[src/rtl/round_robin_thread_scheduler_core_macros.svh]
// assertion macros for the round robin thread scheduler
`ifndef ROUND_ROBIN_THREAD_SCHEDULER_CORE_MACROS_SVH
`define ROUND_ROBIN_THREAD_SCHEDULER_CORE_MACROS_SVH

// same-cycle implication
`define RRTS_ASSERT_NOW(label, ante, cons, msg) \
  label: assert property (@(posedge clk) disable iff (!rst_n) (ante) |-> (cons)) else $error(msg);

// next-cycle implication
`define RRTS_ASSERT_NEXT(label, ante, cons, msg) \
  label: assert property (@(posedge clk) disable iff (!rst_n) (ante) |=> (cons)) else $error(msg);

`endif

[src/rtl/rrts_pkg.sv]
// package: types, constants and codes for the round robin thread scheduler
`timescale 1ns / 1ps
package rrts_pkg;

  localparam int SLOTS      = 16;
  localparam int SLOT_W     = $clog2(SLOTS);
  localparam int LINK_W     = SLOT_W + 1;
  localparam int WALK_LIMIT = 2 * SLOTS + 2;
  localparam int STEP_W     = $clog2(WALK_LIMIT + 1);

  localparam logic [LINK_W-1:0] END_MARK  = LINK_W'(SLOTS);
  localparam logic [STEP_W-1:0] STEP_LAST = STEP_W'(WALK_LIMIT);

  localparam logic [2:0] MODE_YIELD  = 3'd0;
  localparam logic [2:0] MODE_CREATE = 3'd1;
  localparam logic [2:0] MODE_SLEEP  = 3'd2;
  localparam logic [2:0] MODE_JOIN   = 3'd3;
  localparam logic [2:0] MODE_DETACH = 3'd4;
  localparam logic [2:0] MODE_EXIT   = 3'd5;

  localparam logic [1:0] STATUS_OK      = 2'd0;
  localparam logic [1:0] STATUS_NO_SLOT = 2'd1;
  localparam logic [1:0] STATUS_REFUSED = 2'd2;

  localparam logic [9:0]  NS_PER_US = 10'd1000;
  // ceil(2^46 / 125): quotient of a 39-bit value by 125 is (x * DIV_RECIP) >> 46
  localparam logic [39:0] DIV_RECIP = 40'd562949953422;
  localparam logic [63:0] DIV_SAT   = 64'd1000 << 32;
  localparam logic [1:0]  DIV_LAST  = 2'd2;

  typedef struct packed {
    logic [2:0]  mode;
    logic [62:0] now_ns;
    logic [31:0] sleep_us;
    logic [3:0]  target_slot;
  } in_t;

  typedef struct packed {
    logic [3:0]  running_slot;
    logic        switched;
    logic [31:0] idle_us;
    logic [3:0]  new_slot;
    logic [1:0]  status;
  } out_t;

  typedef enum logic [2:0] {
    S_IDLE, S_UPD, S_WINIT, S_WALK, S_WEND, S_DIV, S_FIX, S_OUT
  } state_t;

  typedef enum logic [3:0] {
    CMD_NONE, CMD_CAPTURE, CMD_UPDATE, CMD_NOWALK, CMD_WINIT,
    CMD_WSTEP, CMD_WEND, CMD_DSTEP, CMD_FIX
  } cmd_t;

  typedef struct packed {
    logic do_walk;
    logic q_empty;
    logic walk_stop;
    logic is_idle;
    logic div_done;
  } dp_status_t;

endpackage

[src/rtl/rrts_ctrl.sv]
// controller state machine sequencing update, walk, divide and result
`timescale 1ns / 1ps
module rrts_ctrl (
  input  logic                clk,
  input  logic                rst_n,
  input  logic                start,
  input  rrts_pkg::dp_status_t st,
  output rrts_pkg::cmd_t      cmd,
  output logic                busy,
  output logic                out_valid
);

  rrts_pkg::state_t state_r, state_nxt;

  always_ff @(posedge clk) begin
    if (!rst_n) begin
      state_r <= rrts_pkg::S_IDLE;
    end else begin
      state_r <= state_nxt;
    end
  end

  always_comb begin
    state_nxt = state_r;
    cmd       = rrts_pkg::CMD_NONE;
    unique case (state_r)
      rrts_pkg::S_IDLE: begin
        if (start) begin
          cmd       = rrts_pkg::CMD_CAPTURE;
          state_nxt = rrts_pkg::S_UPD;
        end
      end
      rrts_pkg::S_UPD: begin
        cmd       = rrts_pkg::CMD_UPDATE;
        state_nxt = rrts_pkg::S_WINIT;
      end
      rrts_pkg::S_WINIT: begin
        if (!st.do_walk || st.q_empty) begin
          cmd       = rrts_pkg::CMD_NOWALK;
          state_nxt = rrts_pkg::S_OUT;
        end else begin
          cmd       = rrts_pkg::CMD_WINIT;
          state_nxt = rrts_pkg::S_WALK;
        end
      end
      rrts_pkg::S_WALK: begin
        if (st.walk_stop) begin
          state_nxt = rrts_pkg::S_WEND;
        end else begin
          cmd = rrts_pkg::CMD_WSTEP;
        end
      end
      rrts_pkg::S_WEND: begin
        cmd       = rrts_pkg::CMD_WEND;
        state_nxt = st.is_idle ? rrts_pkg::S_DIV : rrts_pkg::S_FIX;
      end
      rrts_pkg::S_DIV: begin
        cmd = rrts_pkg::CMD_DSTEP;
        if (st.div_done) begin
          state_nxt = rrts_pkg::S_FIX;
        end
      end
      rrts_pkg::S_FIX: begin
        cmd       = rrts_pkg::CMD_FIX;
        state_nxt = rrts_pkg::S_OUT;
      end
      rrts_pkg::S_OUT: begin
        state_nxt = rrts_pkg::S_IDLE;
      end
      default: begin
        state_nxt = rrts_pkg::S_IDLE;
      end
    endcase
  end

  assign busy      = (state_r != rrts_pkg::S_IDLE);
  assign out_valid = (state_r == rrts_pkg::S_OUT);

endmodule

[src/rtl/rrts_dp.sv]
// datapath: slot table, queue links, walk registers and idle divider
`timescale 1ns / 1ps
module rrts_dp (
  input  logic                 clk,
  input  logic                 rst_n,
  input  rrts_pkg::cmd_t       cmd,
  input  rrts_pkg::in_t        in_data,
  output rrts_pkg::dp_status_t st,
  output rrts_pkg::out_t       out_data
);

  localparam int SW = rrts_pkg::SLOT_W;
  localparam int LW = rrts_pkg::LINK_W;

  // slot table
  logic [rrts_pkg::SLOTS-1:0] used_r, inq_r, det_r, pend_r;
  logic [63:0]   wake_r [rrts_pkg::SLOTS];
  logic [SW-1:0] jt_r   [rrts_pkg::SLOTS];
  logic [LW-1:0] link_r [rrts_pkg::SLOTS];
  logic [LW-1:0] head_r, tail_r;
  logic [SW-1:0] cur_r;

  // event registers
  logic [2:0]    mode_r;
  logic [62:0]   now_r;
  logic [41:0]   slp_r;
  logic [SW-1:0] tgt_r;
  logic [SW-1:0] cur0_r;
  logic          walk_r;

  // walk and divider registers
  logic [SW-1:0]                base_r, before_r;
  logic [LW-1:0]                nxt_r;
  logic [63:0]                  minw_r;
  logic [rrts_pkg::STEP_W-1:0]  steps_r;
  logic                         brk_r, s1_r, idle_r;
  logic [63:0]                  rem_r;
  logic [78:0]                  acc_r;
  logic [1:0]                   dcnt_r;
  rrts_pkg::out_t               out_r;

  logic [SW-1:0] cur_w, rd_addr, nxt_f, free_idx, pred_idx, start_s;
  logic          free_found, pred_found, waited, is_idle;
  logic [63:0]   wake_rd;
  logic [LW-1:0] link_rd, lc, head_n, tail_n;
  logic [rrts_pkg::SLOTS-1:0] waited_vec, cur_hot;
  logic [31:0]   idle_val;
  logic          fix_sw;
  logic          upd_walk, join_ref, wend_sw;
  logic [1:0]    upd_status;
  logic [SW-1:0] upd_new, wend_cur;
  logic [12:0]   chunk;
  logic [52:0]   prod;

  assign cur_w   = inq_r[cur_r] ? cur_r : head_r[SW-1:0];
  assign rd_addr = (cmd == rrts_pkg::CMD_WINIT) ? cur_w : nxt_r[SW-1:0];
  assign wake_rd = wake_r[rd_addr];
  assign link_rd = link_r[rd_addr];
  assign nxt_f   = nxt_r[LW-1] ? base_r : nxt_r[SW-1:0];
  assign is_idle = ({1'b0, now_r} < minw_r);
  assign cur_hot = rrts_pkg::SLOTS'(1) << cur_r;
  assign join_ref = (tgt_r == cur_r) || !used_r[tgt_r] || det_r[tgt_r];
  assign wend_sw  = !is_idle && !pend_r[nxt_f];
  assign wend_cur = wend_sw ? nxt_f : base_r;
  assign prod     = 53'(chunk) * 53'(rrts_pkg::DIV_RECIP);

  // free slot and predecessor search
  always_comb begin
    free_found = 1'b0;
    free_idx   = '0;
    pred_found = 1'b0;
    pred_idx   = '0;
    for (int i = rrts_pkg::SLOTS - 1; i >= 0; i--) begin
      if (!used_r[i]) begin
        free_found = 1'b1;
        free_idx   = SW'(i);
      end
      if (inq_r[i] && link_r[i] == {1'b0, cur_r}) begin
        pred_found = 1'b1;
        pred_idx   = SW'(i);
      end
    end
  end

  // event status, walk request and created slot
  always_comb begin
    upd_walk   = 1'b1;
    upd_status = rrts_pkg::STATUS_OK;
    upd_new    = '0;
    unique case (mode_r)
      rrts_pkg::MODE_CREATE: begin
        if (!free_found) begin
          upd_status = rrts_pkg::STATUS_NO_SLOT;
          upd_walk   = 1'b0;
        end else begin
          upd_new = free_idx;
        end
      end
      rrts_pkg::MODE_JOIN: begin
        upd_walk = 1'b0;
        if (join_ref) begin
          upd_status = rrts_pkg::STATUS_REFUSED;
        end else if (inq_r[tgt_r]) begin
          upd_walk = 1'b1;
        end
      end
      rrts_pkg::MODE_DETACH: begin
        upd_walk = 1'b0;
      end
      default: begin
      end
    endcase
  end

  // exit unlink
  always_comb begin
    lc      = link_r[cur_r];
    start_s = lc[LW-1] ? head_r[SW-1:0] : lc[SW-1:0];
    head_n  = (head_r == {1'b0, cur_r}) ? lc : head_r;
    tail_n  = tail_r;
    if (tail_r == {1'b0, cur_r}) begin
      tail_n = pred_found ? {1'b0, pred_idx} : rrts_pkg::END_MARK;
    end
    if (head_n[LW-1]) begin
      head_n = rrts_pkg::END_MARK;
      tail_n = rrts_pkg::END_MARK;
    end
    for (int i = 0; i < rrts_pkg::SLOTS; i++) begin
      waited_vec[i] = inq_r[i] && (SW'(i) != cur_r) && pend_r[i] && (jt_r[i] == cur_r);
    end
    waited = |waited_vec;
  end

  // divider operand, top chunk first
  always_comb begin
    unique case (dcnt_r)
      2'd0:    chunk = rem_r[41:29];
      2'd1:    chunk = rem_r[28:16];
      default: chunk = rem_r[15:3];
    endcase
  end

  // final result
  always_comb begin
    idle_val = '0;
    if (idle_r) begin
      idle_val = (rem_r >= rrts_pkg::DIV_SAT) ? 32'hFFFF_FFFF : acc_r[77:46];
    end
    fix_sw = s1_r || ((mode_r == rrts_pkg::MODE_EXIT) && (cur_r != cur0_r) &&
             (idle_val == '0) && !pend_r[cur_r] && inq_r[cur_r]);
  end

  always_ff @(posedge clk) begin
    if (!rst_n) begin
      used_r <= rrts_pkg::SLOTS'(1);
      inq_r  <= rrts_pkg::SLOTS'(1);
      det_r  <= '0;
      pend_r <= '0;
      for (int i = 0; i < rrts_pkg::SLOTS; i++) begin
        wake_r[i] <= '0;
        jt_r[i]   <= '0;
        link_r[i] <= rrts_pkg::END_MARK;
      end
      head_r <= '0;
      tail_r <= '0;
      cur_r  <= '0;
      walk_r <= 1'b0;
      brk_r  <= 1'b0;
      steps_r <= '0;
      dcnt_r <= '0;
      idle_r <= 1'b0;
      s1_r   <= 1'b0;
    end else begin
      unique case (cmd)
        rrts_pkg::CMD_CAPTURE: begin
          mode_r <= in_data.mode;
          now_r  <= in_data.now_ns;
          slp_r  <= 42'(in_data.sleep_us) * 42'(rrts_pkg::NS_PER_US);
          tgt_r  <= in_data.target_slot;
          cur0_r <= cur_r;
        end
        rrts_pkg::CMD_UPDATE: begin
          walk_r          <= upd_walk;
          out_r.status    <= upd_status;
          out_r.new_slot  <= upd_new;
          out_r.switched  <= 1'b0;
          out_r.idle_us   <= '0;
          idle_r          <= 1'b0;
          s1_r            <= 1'b0;
          unique case (mode_r)
            rrts_pkg::MODE_CREATE: begin
              if (free_found) begin
                used_r[free_idx] <= 1'b1;
                det_r[free_idx]  <= 1'b0;
                pend_r[free_idx] <= 1'b0;
                inq_r[free_idx]  <= 1'b1;
                wake_r[free_idx] <= '0;
                jt_r[free_idx]   <= '0;
                link_r[free_idx] <= rrts_pkg::END_MARK;
                if (head_r[LW-1]) begin
                  head_r <= {1'b0, free_idx};
                end else begin
                  link_r[tail_r[SW-1:0]] <= {1'b0, free_idx};
                end
                tail_r <= {1'b0, free_idx};
              end
            end
            rrts_pkg::MODE_SLEEP: begin
              wake_r[cur_r] <= {1'b0, now_r} + 64'(slp_r);
            end
            rrts_pkg::MODE_JOIN: begin
              if (join_ref) begin
              end else if (!inq_r[tgt_r]) begin
                used_r[tgt_r] <= 1'b0;
                det_r[tgt_r]  <= 1'b0;
                pend_r[tgt_r] <= 1'b0;
              end else begin
                pend_r[cur_r] <= 1'b1;
                jt_r[cur_r]   <= tgt_r;
              end
            end
            rrts_pkg::MODE_DETACH: begin
              det_r[cur_r] <= 1'b1;
            end
            rrts_pkg::MODE_EXIT: begin
              if (inq_r[cur_r]) begin
                if (pred_found) begin
                  link_r[pred_idx] <= lc;
                end
                link_r[cur_r] <= rrts_pkg::END_MARK;
                inq_r[cur_r]  <= 1'b0;
                pend_r        <= pend_r & ~(waited_vec | cur_hot);
                if (det_r[cur_r] || waited) begin
                  used_r[cur_r] <= 1'b0;
                  det_r[cur_r]  <= 1'b0;
                end
                head_r <= head_n;
                tail_r <= tail_n;
                if (!head_n[LW-1]) begin
                  cur_r <= start_s;
                end
              end
            end
            default: begin
            end
          endcase
        end
        rrts_pkg::CMD_NOWALK: begin
          out_r.running_slot <= cur_r;
        end
        rrts_pkg::CMD_WINIT: begin
          base_r   <= cur_w;
          before_r <= cur_r;
          minw_r   <= wake_rd;
          nxt_r    <= link_rd;
          steps_r  <= '0;
          brk_r    <= 1'b0;
        end
        rrts_pkg::CMD_WSTEP: begin
          steps_r <= steps_r + 1'b1;
          if (nxt_r[LW-1]) begin
            nxt_r <= head_r;
          end else if (pend_r[nxt_r[SW-1:0]]) begin
            nxt_r <= link_rd;
          end else begin
            if (wake_rd < minw_r) begin
              minw_r <= wake_rd;
            end
            if (wake_rd < {1'b0, now_r}) begin
              brk_r <= 1'b1;
            end else begin
              nxt_r <= link_rd;
            end
          end
        end
        rrts_pkg::CMD_WEND: begin
          cur_r  <= wend_cur;
          idle_r <= is_idle;
          if (wend_sw) begin
            s1_r <= (nxt_f != before_r);
          end
          rem_r  <= minw_r - {1'b0, now_r};
          acc_r  <= '0;
          dcnt_r <= '0;
        end
        rrts_pkg::CMD_DSTEP: begin
          acc_r  <= {acc_r[65:0], 13'd0} + 79'(prod);
          dcnt_r <= dcnt_r + 1'b1;
        end
        rrts_pkg::CMD_FIX: begin
          out_r.running_slot <= cur_r;
          out_r.idle_us      <= idle_val;
          out_r.switched     <= fix_sw ? (cur_r != cur0_r) : 1'b0;
        end
        default: begin
        end
      endcase
    end
  end

  assign st.do_walk   = walk_r;
  assign st.q_empty   = head_r[LW-1];
  assign st.walk_stop = brk_r || (nxt_r == {1'b0, base_r}) || (steps_r == rrts_pkg::STEP_LAST);
  assign st.is_idle   = is_idle;
  assign st.div_done  = (dcnt_r == rrts_pkg::DIV_LAST);
  assign out_data     = out_r;

endmodule

[src/rtl/round_robin_thread_scheduler_core.sv]
// a transfer passes the update and walk-init states; an event that does not walk then
// shows its result; else the walk visits linked slots one at a time, at most 34 steps,
// then walk-end, the idle divide when idling (a reciprocal multiply), fix and result
// one event at a time: busy stays high until the result strobe has gone
// synchronous active-low reset: slot 0 is the main thread, queued and current
// results cannot be stalled and are shown for one cycle only
`timescale 1ns / 1ps
`include "round_robin_thread_scheduler_core_macros.svh"
module round_robin_thread_scheduler_core (
  input  logic           clk,
  input  logic           rst_n,
  input  logic           start,
  output logic           busy,
  input  rrts_pkg::in_t  in_data,
  output logic           out_valid,
  output rrts_pkg::out_t out_data
);

  rrts_pkg::cmd_t       cmd;
  rrts_pkg::dp_status_t st;

  rrts_ctrl u_ctrl (
    .clk       (clk),
    .rst_n     (rst_n),
    .start     (start),
    .st        (st),
    .cmd       (cmd),
    .busy      (busy),
    .out_valid (out_valid)
  );

  rrts_dp u_dp (
    .clk      (clk),
    .rst_n    (rst_n),
    .cmd      (cmd),
    .in_data  (in_data),
    .st       (st),
    .out_data (out_data)
  );

  `RRTS_ASSERT_NEXT(a_accept_busy, start && !busy, busy, "busy not raised after transfer")
  `RRTS_ASSERT_NOW(a_strobe_busy, out_valid, busy, "result strobe while idle")
  `RRTS_ASSERT_NEXT(a_strobe_once, out_valid, !out_valid && !busy, "result strobe repeated")
  `RRTS_ASSERT_NOW(a_status_code, out_valid, out_data.status <= rrts_pkg::STATUS_REFUSED, "bad status code")

endmodule
[config.mk]
export PLATFORM = sky130hd
export DESIGN_NAME = round_robin_thread_scheduler_core
export DESIGN_NICKNAME = d
export VERILOG_FILES = /design/src/rtl/rrts_pkg.sv /design/src/rtl/rrts_ctrl.sv /design/src/rtl/rrts_dp.sv /design/src/rtl/round_robin_thread_scheduler_core.sv
export VERILOG_INCLUDE_DIRS = /design/src /design/src/rtl
export SDC_FILE = /design/constraint.sdc
export NUM_CORES = 2
export LEC_CHECK = 0
export BUFFER_PORTS_ARGS = -buffer_cell sky130_fd_sc_hd__buf_2
export CAP_MARGIN = 20
export CORE_MARGIN = 10
export CORE_UTILIZATION = 39
export CTS_BUF_LIST = sky130_fd_sc_hd__clkbuf_8 sky130_fd_sc_hd__clkbuf_16
export DETAILED_ROUTE_END_ITERATION = 10
export SYNTH_ARGS = -nofsm -noshare
export SYNTH_HDL_FRONTEND = slang
export SYNTH_SLANG_ARGS = --single-unit
[constraint.sdc]
create_clock -name clk -period 10.9 [get_ports clk]
set_input_delay 2.18 -clock clk [delete_from_list [all_inputs] [get_ports clk]]
set_output_delay 2.18 -clock clk [all_outputs]
set_load 0.01 [all_outputs]
# Word level (Yosys, flattened, before mapping)
# Memory sizes are Yosys's and may differ from the RTL's. A register that Yosys moved wholly into a read port is not among the register bits.
# Cells that the tools add are included.
[word_totals] regBits=468 ram_bits=1168 inputBits=105 output_inout_bits=45 wordCells=519 n_memories=3
[op_classes] n_addsub=5 n_mul=2 order_cmp=12 n_eq_ne=96 shift=1 mux=223 bitwise=18 n_reduce_logical=127
[memory_table] memory="u_dp.wake_r" depth=16 word_bits=64 rd=1 rd_clocked_by_memory_dff=0 write_ports=16 line="rrts_dp.sv:17" source="logic [63:0] wake_r [rrts_pkg::SLOTS];"
[memory_table] memory="u_dp.link_r" depth=16 word_bits=5 rd=18 rd_clocked_by_memory_dff=1 write_ports=16 line="rrts_dp.sv:19" source="logic [LW-1:0] link_r [rrts_pkg::SLOTS];"
[memory_table] memory="u_dp.jt_r" depth=16 word_bits=4 rd=16 rd_clocked_by_memory_dff=0 write_ports=16 line="rrts_dp.sv:18" source="logic [SW-1:0] jt_r [rrts_pkg::SLOTS];"
[op_table] operator="2-to-1 mux 64 bit" count=5
[op_table] operator="2-to-1 mux 16 bit" count=16
[op_table] operator="2-to-1 mux 4 bit" count=53
[op_table] operator="one-hot mux 78 bit (2 select lines)" count=1
[op_table] operator="AND 16 bit" count=9
[op_table] operator="one-hot mux 64 bit (2 select lines)" count=1
[op_table] operator="OR reduction 64 bit" count=2
[op_table] operator="one-hot mux 16 bit (3 select lines)" count=2
[op_table] operator="equality test 5 x 4 -> 1 bit" count=19
[op_table] operator="2-to-1 mux 1 bit" count=91
[op_table] operator="2-to-1 mux 5 bit" count=16
[op_table] operator="OR 16 bit" count=5
[op_table] operator="adder 78 x 53 -> 78 bit" count=1
[op_table] operator="logical AND 1 bit" count=72
[op_table] operator="equality test 4 bit" count=17
[op_table] operator="one-hot mux 33 bit (2 select lines)" count=1
[op_table] operator="adder 63 x 42 -> 64 bit" count=1
[op_table] operator="greater-or-equal comparator 64 x 42 -> 1 bit, second input constant" count=1
[op_table] operator="less-than comparator 63 x 64 -> 1 bit" count=1
[op_table] operator="less-than comparator 64 x 63 -> 1 bit" count=1
[op_table] operator="less-than comparator 64 bit" count=1
[op_table] operator="2-to-1 mux 32 bit" count=2
[op_table] operator="NOT 16 bit" count=4
[op_table] operator="one-hot mux 16 bit (4 select lines)" count=1
[op_table] operator="59 further kinds" count=161

# Logic depth before layout (Yosys ltp)
# An unclocked memory read counts as a cell.
[depth] ltp_word=27 mapped_depth=43 depth_no_buf=42

# Hierarchy
# Synthesis repeated with hierarchy kept, for this count alone.
[hier_totals] cells_unflattened=9721 area_unflattened_um2=97299.6
[modules_own_cells] mod="rrts_dp" instances=1 cells_each=9684 area_each_um2=96981.8 seq_area_each_um2=48096.1
[modules_own_cells] mod="rrts_ctrl" instances=1 cells_each=37 area_each_um2=317.8 seq_area_each_um2=60.1

# Worst setup path after synthesis
# Ideal clock, no wire load.
[synth_timing] path_kind="reg2reg" start="register u_dp.dcnt_r[0]" end="register u_dp.acc_r[61] (data pin)" setup_ns=0.266 arrival_ns=8.941 setup_slack_ns=1.693 stages_incl_launch_ff=41 n_path_buf=2 cell_sequence="dfxtp_1 inv_1 ha_1 nor2_1 clkbuf_1 a21o_1 fa_1 inv_1 fa_1 fa_1 inv_1 fa_1 inv_1 fa_1 inv_1 ha_1 o21ai_0 a21oi_1 (+5 left out) o31ai_1 a21o_1 a21oi_1 xnor2_1 ha_1 a21o_1 a21o_1 a21oi_1 nor2_1 a211oi_1 o31a_1 o311ai_1 o31a_1 a21o_1 buf_2 nand4_1 xor2_1 nor2_1"
[synth_between] elab_chain_len=5 elab_cells_between_ends=6 classes_between="add/sub: 1; mul: 1; eq/ne: 1; mux: 2; reduce/logical: 1"
[synth_lines] element="start, declared" line="rrts_dp.sv:39" source="logic [1:0] dcnt_r;"
[synth_lines] element="start signal, assigned" line="rrts_dp.sv:288" source="dcnt_r <= dcnt_r + 1'b1;"
[synth_lines] element="equality test 2 x 1 -> 1 bit or logical NOT 2 bit (tied branches)" line="rrts_dp.sv:136" source="unique case (dcnt_r)"
[synth_lines] element="one-hot mux 13 bit (2 select lines) *" line="rrts_dp.sv:136"
[synth_lines] element="multiplier 13 x 39 -> 52 bit *" line="rrts_dp.sv:65" source="assign prod = 53'(chunk) * 53'(rrts_pkg::DIV_RECIP);"
[synth_lines] element="adder 78 x 53 -> 78 bit *" line="rrts_dp.sv:287" source="acc_r <= {acc_r[65:0], 13'd0} + 79'(prod);"
[synth_lines] element="one-hot mux 78 bit (2 select lines) *" line="rrts_dp.sv:174" source="unique case (cmd)"
[synth_lines] element="end signal, assigned" line="rrts_dp.sv:287"
[synth_lines] element="end, declared" line="rrts_dp.sv:38" source="logic [78:0] acc_r;"
# Mark *: on every way between the ends. The rest lies on a longest branch, timed or not.
# A chain may end at the register's enable or synchronous reset.

# Worst setup path in the final report
[layout_timing] start="register u_dp.dcnt_r[1]" end="register u_dp.acc_r[61] (data pin)"
# The elaborated chain is that of the path after synthesis.

==> results.ini <==
[cts]
cts_tree=yes
clk_pin_slew_ns=0.06
cts.root.buffer_cell=clkbuf_16
cts-buffers-inserted=181
clk_latency_ns=0.85
cts-htree-levels=4
cts.sinks=1636
clockBufferDepth=3
postCtsHoldBufs=0

[finish]
stdcell_count=12700
nets=10100
final_cell_mix=edfxtp_1 (1,539), nor2_1 (1,413), nand2_1 (857), inv_1 (664), ha_1 (517)
area_growth_pct=11.2
num-fill-cells=23500
layout-drive-gt1-share=0.0847
final_common_cell=edfxtp_1

[sta]
worstMarginPinSlew_ns=1.16
fin_crit_sh=0.930
relSlewSlack=0.229
setup_viol=0
period_needed_ns=10.13
hold_viol_final=0
skew_ns=0.0400
rsz0062_at_grt=false
slew_violations=0
max_freq_ghz=0.0987
tns_ns=0

[critical_path]
arrival_ns=10.68
critPathSlowestCell=o31ai_1
crit_path_end_kind=register
cp_slowest_stage_delay_ns=0.58
critPathMostFrequentCell=ha_1
crit_required_ns=11.45
path_class=reg2reg
crit_fanout=13
cp-start-kind=register

[placement]
finalWeightedCongestion=0.943
dp.cells=12400
hpwl_um=222000
port_buffers=149

[run]
cap_viol_max_count=0

[yosys]
synth-simple-area-share=0.145
synthesis.area_um2=97100
synth.avg_cell_area_um2=10.5
synth_cell_type_count=96
synth_edf_count=1539
synth_compound_area_frac=0.139
synthMuxAreaShare=0.0210
synth_ff_type=edfxtp_1
synthArstFlopShare=0
synthAdderAreaFrac=0.120
ys_warn_count=0
ys_seq_elements=1636
ys_seq_area_frac=0.496
syn_inst=9276
synth_xor_area_frac=0.0320
synth_top_family_by_area=simple AND/OR/NAND/NOR gates
syn_nets=10200

[floorplan]
initial_utilization=0.391
io_pins=150
fp-row-count=183
core_area_um2=248000
die_x_um=519
dieArea_um2=269000
fp.dieH_um=519

[detailed_routing]
ant_nets=0
drtPass1Iterations=6
drc_errors=0
drt_iter0_drc=8675
vias=74400
wl_um=330000
viasPerCell=5.84
detail_route.wl_per_cell_um=25.9

[global_routing]
grt_overflow=0
grt_pass1_wl_um=483000
antenna_found_initial=13
grt.total_usage=0.235
grt_pass1_vias=72400
grt_start_max_net_pins=143

[min_path]
hp-class=reg2reg

[outcome]
outcome=complete, no violations

[kinds of logic (layout without fill, tap and decap cells)]
logic type,count (synthesis),in the layout
compound gates,2025,2025
fa+ha+maj,775,775
mux,115,115
xor+xnor,355,355
other cells,0,2
flops,1636,1636
simple gates,3192,3192
buf+inv,1178,1319
[final timing paths]
check / from / endpoint / slack [ns] / cells past startpoint
min: u_dp.dcnt_r[1] / u_dp.dcnt_r[1] / 0.48 / 2
min reg2reg: u_dp.dcnt_r[1] / u_dp.dcnt_r[1] / 0.48 / 2
max reg2reg: u_dp.dcnt_r[1] / u_dp.acc_r[61] / 0.77 / 39
max: u_dp.dcnt_r[1] / u_dp.acc_r[61] / 0.77 / 39
[flip-flops by register name (all words and copies together) (netlist names), 43 cells and up, named ones only]
name and flops:
u_dp.jt_r 64, u_dp.wake_r 1024, u_dp.minw_r 64, u_dp.link_r 80
u_dp.out_data 43, u_dp.acc_r 77, u_dp.now_r 63, u_dp.rem_r 61
[layout make-up]
type | instances | area (um2) | area share
well taps | 3330 | 4170 | 0.0386
clock buffers | 187 | 4650 | 0.0430
multi-input cells | 6462 | 44700 | 0.414
clock inverters | 151 | 1510 | 0.0140
repair buffers | 349 | 2440 | 0.0226
flip-flops and latches | 1636 | 48200 | 0.446
diodes | 2 | 5.00 | 0.0000463
inverters | 632 | 2370 | 0.0220
[what timing repair did]
item,in CTS,in global routing
buffers inserted,0,0
resized for setup,0,5
setup endpoints to repair,0,27
[per-layer routing]
metal,wire length [um],global-route usage,part of all wire
met5,13,0,0.000039
met4,16300,0.0996,0.049
met3,26500,0.0384,0.080
met2,152000,0.378,0.46
met1,136000,0.315,0.41
[cell usage after synthesis, drive strengths merged (27+ instances only)]
library cell     n  share of area
inv            631          0.024
o21bai          27         0.0022
xnor2          218          0.020
nor3            89         0.0046
clkbuf         470          0.018
dfxtp           97          0.020
nor4            38         0.0024
ha             517          0.067
mux2i           38         0.0039
nand4           74         0.0048
buf             76         0.0048
a31oi          177          0.012
nand2          891          0.034
a311oi         127          0.011
fa             258          0.053
a21oi          487          0.025
o22ai           83         0.0053
and3            49         0.0032
nor2          1416          0.055
xor2           137          0.012
o211ai          33         0.0026
edfxtp        1539           0.48
nor2b           57         0.0037
and2           282          0.018
o21ai          263          0.014
a211oi         345          0.027
nand2b          71         0.0046
nand3          104         0.0054
a21o           191          0.015
o21a            85         0.0066
mux4            70          0.016
[through the flow]
step	setup slack (ns)	hold WS [ns]	util	instance area [um2]
after global routing	0.0208	0.520	0.435	108000
after floorplan	1.69	0.449	-	97100
final	0.766	0.478	0.435	108000
after global placement	0.609	0.473	0.410	102000
after detailed placement	0.429	0.479	0.410	102000
after CTS	0.409	0.488	0.435	108000
[critical path: cells and delay by family, from the launching register on]
kind	cells	cell delay [ns]
compound gates	16	3.75
fa+ha+maj	9	3.65
simple gates	6	0.92
buf+inv	6	0.68
xor+xnor	2	0.48
flops	1	0.35
Power is not shown: default switching activity piles up to over one toggle a cycle in this logic, so the estimate is an artifact.
